===== config.mk =====
export PLATFORM = sky130hd
export DESIGN_NAME = modular_exponentiation
export DESIGN_NICKNAME = d
export VERILOG_FILES = /design/src/mexp_pkg.sv /design/src/mexp_modmul.sv /design/src/modular_exponentiation.sv
export SDC_FILE = /design/constraint.sdc
export NUM_CORES = 1
export LEC_CHECK = 0
export ABC_AREA = 1
export BUFFER_PORTS_ARGS = -buffer_cell sky130_fd_sc_hd__buf_4
export CAP_MARGIN = 20
export CORE_ASPECT_RATIO = 2
export CORE_MARGIN = 2
export CORE_UTILIZATION = 45
export CTS_CLUSTER_DIAMETER = 100
export CTS_CLUSTER_SIZE = 16
export DETAILED_ROUTE_END_ITERATION = 16
export SETUP_SLACK_MARGIN = 0.4
export SLEW_MARGIN = 10
export SYNTH_ARGS = -nofsm -noshare
export SYNTH_HDL_FRONTEND = slang
export SYNTH_SLANG_ARGS = --single-unit

===== constraint.sdc =====
create_clock -name clk -period 10.66 [get_ports clk]
set_input_delay 1.599 -clock clk [delete_from_list [all_inputs] [get_ports clk]]
set_output_delay 1.599 -clock clk [all_outputs]
set_load 0.01 [all_outputs]

===== src/mexp_pkg.sv =====
`timescale 1ns / 1ps

package mexp_pkg;

  localparam int WORD_W       = 32;
  localparam int CNT_W        = $clog2(WORD_W);
  localparam int KEY_BITS_DEF = 32;
  localparam int REG_IDX_W    = 2;

  localparam logic [REG_IDX_W-1:0] REG_EXPONENT = 2'd0;
  localparam logic [REG_IDX_W-1:0] REG_MODULUS  = 2'd1;

  typedef enum logic [1:0] {
    ST_IDLE,
    ST_ISSUE,
    ST_WAIT,
    ST_DONE
  } state_t;

  typedef enum logic [1:0] {
    OP_REDUCE,
    OP_SQUARE,
    OP_MULT
  } op_t;

  typedef struct packed {
    logic              start;
    logic [WORD_W-1:0] opa;
    logic [WORD_W-1:0] opb;
  } mm_req_t;

  typedef struct packed {
    logic              done;
    logic [WORD_W-1:0] product;
  } mm_rsp_t;

endpackage


===== src/mexp_modmul.sv =====
`timescale 1ns / 1ps

// Interleaved modular multiplier: scans opa MSB first, one bit per cycle.
// r = 2r + a_j*b, reduced after the double and after the add, so r < n throughout.
module mexp_modmul (
  input  logic                           clk,
  input  logic                           rst,
  input  mexp_pkg::mm_req_t              req,
  input  logic [mexp_pkg::WORD_W-1:0]    n,
  output mexp_pkg::mm_rsp_t              rsp
);

  logic [mexp_pkg::WORD_W-1:0] a_sr;
  logic [mexp_pkg::WORD_W-1:0] b_reg;
  logic [mexp_pkg::WORD_W-1:0] r;
  logic [mexp_pkg::WORD_W-1:0] r_next;
  logic [mexp_pkg::CNT_W-1:0]  cnt;
  logic                        run;
  logic                        done;

  logic [mexp_pkg::WORD_W:0]   dbl;
  logic [mexp_pkg::WORD_W+1:0] dbl_sub;
  logic [mexp_pkg::WORD_W-1:0] dbl_red;
  logic [mexp_pkg::WORD_W:0]   add;
  logic [mexp_pkg::WORD_W+1:0] add_sub;

  always_comb begin
    dbl     = {r, 1'b0};
    dbl_sub = {1'b0, dbl} - {2'b00, n};
    // dbl < n when the subtract borrows, so its top bit is clear
    dbl_red = dbl_sub[mexp_pkg::WORD_W+1] ? dbl[mexp_pkg::WORD_W-1:0]
                                          : dbl_sub[mexp_pkg::WORD_W-1:0];
    add     = {1'b0, dbl_red} + (a_sr[mexp_pkg::WORD_W-1] ? {1'b0, b_reg} : '0);
    add_sub = {1'b0, add} - {2'b00, n};
    r_next  = add_sub[mexp_pkg::WORD_W+1] ? add[mexp_pkg::WORD_W-1:0]
                                          : add_sub[mexp_pkg::WORD_W-1:0];
  end

  always_ff @(posedge clk) begin
    if (rst) begin
      run  <= 1'b0;
      done <= 1'b0;
    end else begin
      done <= 1'b0;
      if (req.start) begin
        run <= 1'b1;
      end else if (run && cnt == mexp_pkg::CNT_W'(mexp_pkg::WORD_W - 1)) begin
        run  <= 1'b0;
        done <= 1'b1;
      end
    end
  end

  always_ff @(posedge clk) begin
    if (req.start) begin
      a_sr  <= req.opa;
      b_reg <= req.opb;
      r     <= '0;
      cnt   <= '0;
    end else if (run) begin
      r    <= r_next;
      a_sr <= {a_sr[mexp_pkg::WORD_W-2:0], 1'b0};
      cnt  <= cnt + 1'b1;
    end
  end

  assign rsp.done    = done;
  assign rsp.product = r;

endmodule


===== src/modular_exponentiation.sv =====
`timescale 1ns / 1ps

// A modulus <= 1 skips the multiplier; otherwise one reduction, KEY_BITS squarings and
// one multiply per set bit in the scanned exponent bits run in turn. One transaction at
// a time, next accepted the cycle after done. Every modular multiply runs in the
// bit-serial multiplier. Synchronous active-high reset: idle, exponent = 1, modulus = 1.
// The result is shown for one cycle on done; the receiver cannot stall.
module modular_exponentiation #(
  parameter int KEY_BITS = mexp_pkg::KEY_BITS_DEF
) (
  input  logic                              clk,
  input  logic                              rst,
  input  logic                              cfg_we,
  input  logic [mexp_pkg::REG_IDX_W-1:0]    cfg_index,
  input  logic [mexp_pkg::WORD_W-1:0]       cfg_data,
  input  logic                              start,
  input  logic [mexp_pkg::WORD_W-1:0]       message,
  output logic                              busy,
  output logic                              done,
  output logic [mexp_pkg::WORD_W-1:0]       power_result
);

  localparam int IDX_W = $clog2(KEY_BITS);

  mexp_pkg::state_t state;
  mexp_pkg::state_t state_next;
  mexp_pkg::op_t    op;

  logic [mexp_pkg::WORD_W-1:0]          exponent;
  logic [mexp_pkg::WORD_W-1:0]          modulus;
  logic [mexp_pkg::WORD_W-1:0]          msg;
  logic [mexp_pkg::WORD_W-1:0]          acc;
  logic [mexp_pkg::WORD_W-1:0]          base;
  logic [KEY_BITS-1:0]                  exp_sr;
  logic [IDX_W-1:0]                     idx;
  logic [KEY_BITS+mexp_pkg::WORD_W-1:0] exp_ext;
  logic                                 trivial;
  logic                                 accept;

  mexp_pkg::mm_req_t mm_req;
  mexp_pkg::mm_rsp_t mm_rsp;

  assign exp_ext = {{KEY_BITS{1'b0}}, exponent};
  assign trivial = (modulus[mexp_pkg::WORD_W-1:1] == '0);
  assign accept  = start && !busy;

  always_ff @(posedge clk) begin
    if (rst) begin
      exponent <= mexp_pkg::WORD_W'(1);
      modulus  <= mexp_pkg::WORD_W'(1);
    end else if (cfg_we) begin
      if (cfg_index == mexp_pkg::REG_EXPONENT) begin
        exponent <= cfg_data;
      end else if (cfg_index == mexp_pkg::REG_MODULUS) begin
        modulus <= cfg_data;
      end
    end
  end

  always_ff @(posedge clk) begin
    if (rst) begin
      state <= mexp_pkg::ST_IDLE;
    end else begin
      state <= state_next;
    end
  end

  always_comb begin
    state_next = state;
    unique case (state)
      mexp_pkg::ST_IDLE: begin
        if (start) begin
          state_next = trivial ? mexp_pkg::ST_DONE : mexp_pkg::ST_ISSUE;
        end
      end
      mexp_pkg::ST_ISSUE: begin
        state_next = mexp_pkg::ST_WAIT;
      end
      mexp_pkg::ST_WAIT: begin
        if (mm_rsp.done) begin
          unique case (op)
            mexp_pkg::OP_SQUARE: begin
              if (!exp_sr[KEY_BITS-1] && idx == '0) begin
                state_next = mexp_pkg::ST_DONE;
              end else begin
                state_next = mexp_pkg::ST_ISSUE;
              end
            end
            mexp_pkg::OP_MULT: begin
              state_next = (idx == '0) ? mexp_pkg::ST_DONE : mexp_pkg::ST_ISSUE;
            end
            default: begin
              state_next = mexp_pkg::ST_ISSUE;
            end
          endcase
        end
      end
      mexp_pkg::ST_DONE: begin
        state_next = mexp_pkg::ST_IDLE;
      end
      default: begin
        state_next = mexp_pkg::ST_IDLE;
      end
    endcase
  end

  always_comb begin
    busy         = (state != mexp_pkg::ST_IDLE);
    done         = (state == mexp_pkg::ST_DONE);
    power_result = acc;
    mm_req.start = (state == mexp_pkg::ST_ISSUE);
    unique case (op)
      mexp_pkg::OP_SQUARE: begin
        mm_req.opa = acc;
        mm_req.opb = acc;
      end
      mexp_pkg::OP_MULT: begin
        mm_req.opa = acc;
        mm_req.opb = base;
      end
      default: begin
        // message mod n as message * 1
        mm_req.opa = msg;
        mm_req.opb = mexp_pkg::WORD_W'(1);
      end
    endcase
  end

  // left-to-right square-and-multiply; exp_sr MSB is the current exponent bit
  always_ff @(posedge clk) begin
    if (accept) begin
      msg    <= message;
      acc    <= trivial ? '0 : mexp_pkg::WORD_W'(1);
      op     <= mexp_pkg::OP_REDUCE;
      idx    <= IDX_W'(KEY_BITS - 1);
      exp_sr <= exp_ext[KEY_BITS-1:0];
    end else if (state == mexp_pkg::ST_WAIT && mm_rsp.done) begin
      unique case (op)
        mexp_pkg::OP_SQUARE: begin
          acc <= mm_rsp.product;
          if (exp_sr[KEY_BITS-1]) begin
            op <= mexp_pkg::OP_MULT;
          end else begin
            idx    <= idx - 1'b1;
            exp_sr <= {exp_sr[KEY_BITS-2:0], 1'b0};
          end
        end
        mexp_pkg::OP_MULT: begin
          acc    <= mm_rsp.product;
          op     <= mexp_pkg::OP_SQUARE;
          idx    <= idx - 1'b1;
          exp_sr <= {exp_sr[KEY_BITS-2:0], 1'b0};
        end
        default: begin
          base <= mm_rsp.product;
          op   <= mexp_pkg::OP_SQUARE;
        end
      endcase
    end
  end

  mexp_modmul u_modmul (
    .clk (clk),
    .rst (rst),
    .req (mm_req),
    .n   (modulus),
    .rsp (mm_rsp)
  );

endmodule

==> run_results.csv <==
group,metric,value,unit
clock_network,cts_hold_buf,0,
yosys,synth_seq_area_share,40.6,%
global_route,grt.overflow.total,0,
global_route,grt.busiest_layer,"met2",
yosys,syn_nets,2922,
clock_network,numCtsBuffers,22,
yosys,synth_top_area_share,29.2,%
sta,maxSlewHeadroom,34.8,%
die,placementRows,108,
final_layout,n_fill_cell,4395,
worst_setup_path,start_kind,"register",
final_layout,nets,2984,
run,max-cap-violations,0,
global_route,grtUsageMet1,30.4,%
sta,tns,0,ps
routing,drt_iter0_markers,1082,
clock_network,numClockSinks,304,
final_layout,syn_to_final_growth,9.56,%
sta,final_max_slew_viol_count,0,
global_route,grt.met3_usage,2.78,%
global_route,grt_use_total,30.8,%
sta,skew,33.9,ps
yosys,netlist_area,19700,um2
worst_setup_path,crit_top_cell,"nand2_1",
worst_setup_path,cp_data_required_time,11110,ps
clock_network,clock_path_buffers,3,
routing,ant_nets,0,
worst_setup_path,path_class,"register to register",
worst_setup_path,crit_arrival,7720,ps
worst_setup_path,end_kind,"register",
sta,worst_pin_slew,976,ps
place,place.detailed.hpwl,58200,um
clock_network,cts_setup_buffers,0,
routing,first_pass_iters,5,
yosys,syn_inst,2749,
yosys,ys_ff_latch,304,
sta,setup_viol,0,
global_route,grt_pass1_vias,18600,
yosys,synth.avg_cell_area,7.17,um2
routing,routedWlPerCell,21.0,um
yosys,async_reset_ff_share,0,%
yosys,synth_ff_type,"edfxtp_1",
routing,drcViolationCount,0,
worst_hold_path,hold_class,"register to register",
global_route,grt_max_degree,79,
worst_setup_path,crit_family,"simple AND/OR/NAND/NOR gates",
global_route,grtUsageMet2,59.8,%
yosys,synth_common_cells,"nand2_1, inv_1, nor2_1",
yosys,yosysUniqueCellTypes,49,
yosys,yosysWarnings,0,
final_layout,regArea,8010,um2
die,die_x,152,um
worst_setup_path,slowest_stage,"nand2_4",
worst_setup_path,cp_max_fo,51,
die,io-pin-count,104,
final_layout,drive_gt1_share,8.67,%
clock_network,clkLatencyLatePin,580,ps
clock_network,post_cts_resized,0,
sta,rsz0062_at_grt,"no",
worst_setup_path,critPathMaxStageDelay,590,ps
sta,timing.final.ws_setup,3390,ps
die,dieHeight,300,um
place,place_congestion,1.05,
yosys,synth.most_common_cell,"nand2_1",
routing,vias,18100,
clock_network,clockRootBuffer,"clkbuf_16",
clock_network,cts_tree,"done",
final_layout,multiInputGateArea,9720,um2
final_layout,diodes,0,
global_route,grt_first_pass_wirelength,108000,um
worst_setup_path,critical_path_buf_inv_count,5,
sta,fin_crit_sh,68.2,%
place,pre_cts_ws,3510,ps
die,die_area,45600,um2
routing,routed_wirelength,70800,um
clock_network,htreeDepth,1,
routing,viasPerCell,5.36,
die,initial_utilization,45.4,%
status,run_status,"finished clean",
place,portBuffers,103,
sta,fmax,138,MHz
sta,period_needed,7270,ps
yosys,synth.top_cells.by_area,"edfxtp_1, nand2_1, dfxtp_1",
global_route,antenna_found_initial,0,
yosys,synth_top_cell_by_area,"edfxtp_1",
die,core,43400,um2
sta,hold_viol,0,
clock_network,cts.clk_slew.worst_paths,70,ps
yosys,synth_edf_count,192,
[worst register-to-register path, delay by kind of cell, from the launching register on]
family,cells,cell delay [ps]
and+or+nand+nor,23,3970
AOI/OAI and AO/OA,3,580
DFF,1,340
buffers and inverters,5,1040
adders and majority gates,3,1220
[metrics by stage]
| stage | std cells | area, um2 | hold slack (ps) | utilization [%] |
|---|---|---|---|---|
| 3_5_place_dp | 3337 | 21000 | 483 | 48.3 |
| 3_3_place_gp | 3336 | 21000 | 466 | 48.3 |
| 6_report | 3377 | 21600 | 497 | 49.8 |
| 2_1_floorplan | 2749 | 19700 | 445 | - |
| 5_1_grt | 3377 | 21600 | 506 | 49.8 |
| 4_1_cts | 3377 | 21600 | 500 | 49.8 |
[path summary, 6_finish.rpt]
check                                    start             end  slack, ps  cells past startpoint
worst min-delay path            u_modmul.r[28]  u_modmul.r[28]        500                      2
worst min register to register  u_modmul.r[28]  u_modmul.r[28]        500                      2
worst max-delay path                modulus[6]  u_modmul.r[31]       3390                     34
worst max register to register      modulus[6]  u_modmul.r[31]       3390                     34
[per-layer routing]
metal / part of all wire, % / wire length [um] / up-vias
li1: - / - / 8930
met1: 35 / 24500 / 8508
met2: 53 / 37800 / 479
met3: 3.7 / 2590 / 176
met4: 8.4 / 5920 / 0
met5: 0 / 0 / -
[area by class of cell]
class	instances	share of cell area (%)
multi-input combinational	1927	45.0
sequential	304	37.1
inverter	433	7.53
timing repair buffer	123	4.28
tap	550	3.19
clock buffer	39	2.84
clock inverter	1	0.0753
[kinds of logic (layout without fill, tap and decap cells)]
| kind of cell | Yosys count | in the layout | share of synthesized area, % |
|---|---|---|---|
| AOI/OAI and AO/OA | 418 | 418 | 11.1 |
| xor gates and xnor gates | 50 | 50 | 2.22 |
| adders and majority gates | 103 | 103 | 6.65 |
| buffers and inverters | 518 | 596 | 10.2 |
| DFF | 304 | 304 | 40.6 |
| and+or+nand+nor | 1356 | 1356 | 29.1 |
[cells in the final DEF (no fill, tap or decap), types with 15 or more instances in the layout]
| cell type | netlist | routed |
|---|---|---|
| nand2_1 | 789 | 788 |
| inv_1 | 416 | 416 |
| nor2_1 | 267 | 264 |
| a21oi_1 | 221 | 221 |
| edfxtp_1 | 192 | 192 |
| nand3_1 | 153 | 153 |
| o21ai_0 | 148 | 147 |
| buf_4 | 2 | 123 |
| dfxtp_1 | 112 | 112 |
| ha_1 | 100 | 99 |
| nand2_2 | 41 | 42 |
| xor2_1 | 33 | 33 |
| nor3_1 | 27 | 25 |
| clkbuf_16 | 0 | 22 |
| nand3b_1 | 20 | 20 |
| xnor2_1 | 17 | 17 |
| clkbuf_1 | 61 | 17 |
| nand3_2 | 16 | 16 |
| inv_2 | 15 | 15 |
Power is left out: the tool's default activity adds up to more than one toggle a clock period on the data nets, which glitch-free logic cannot reach.
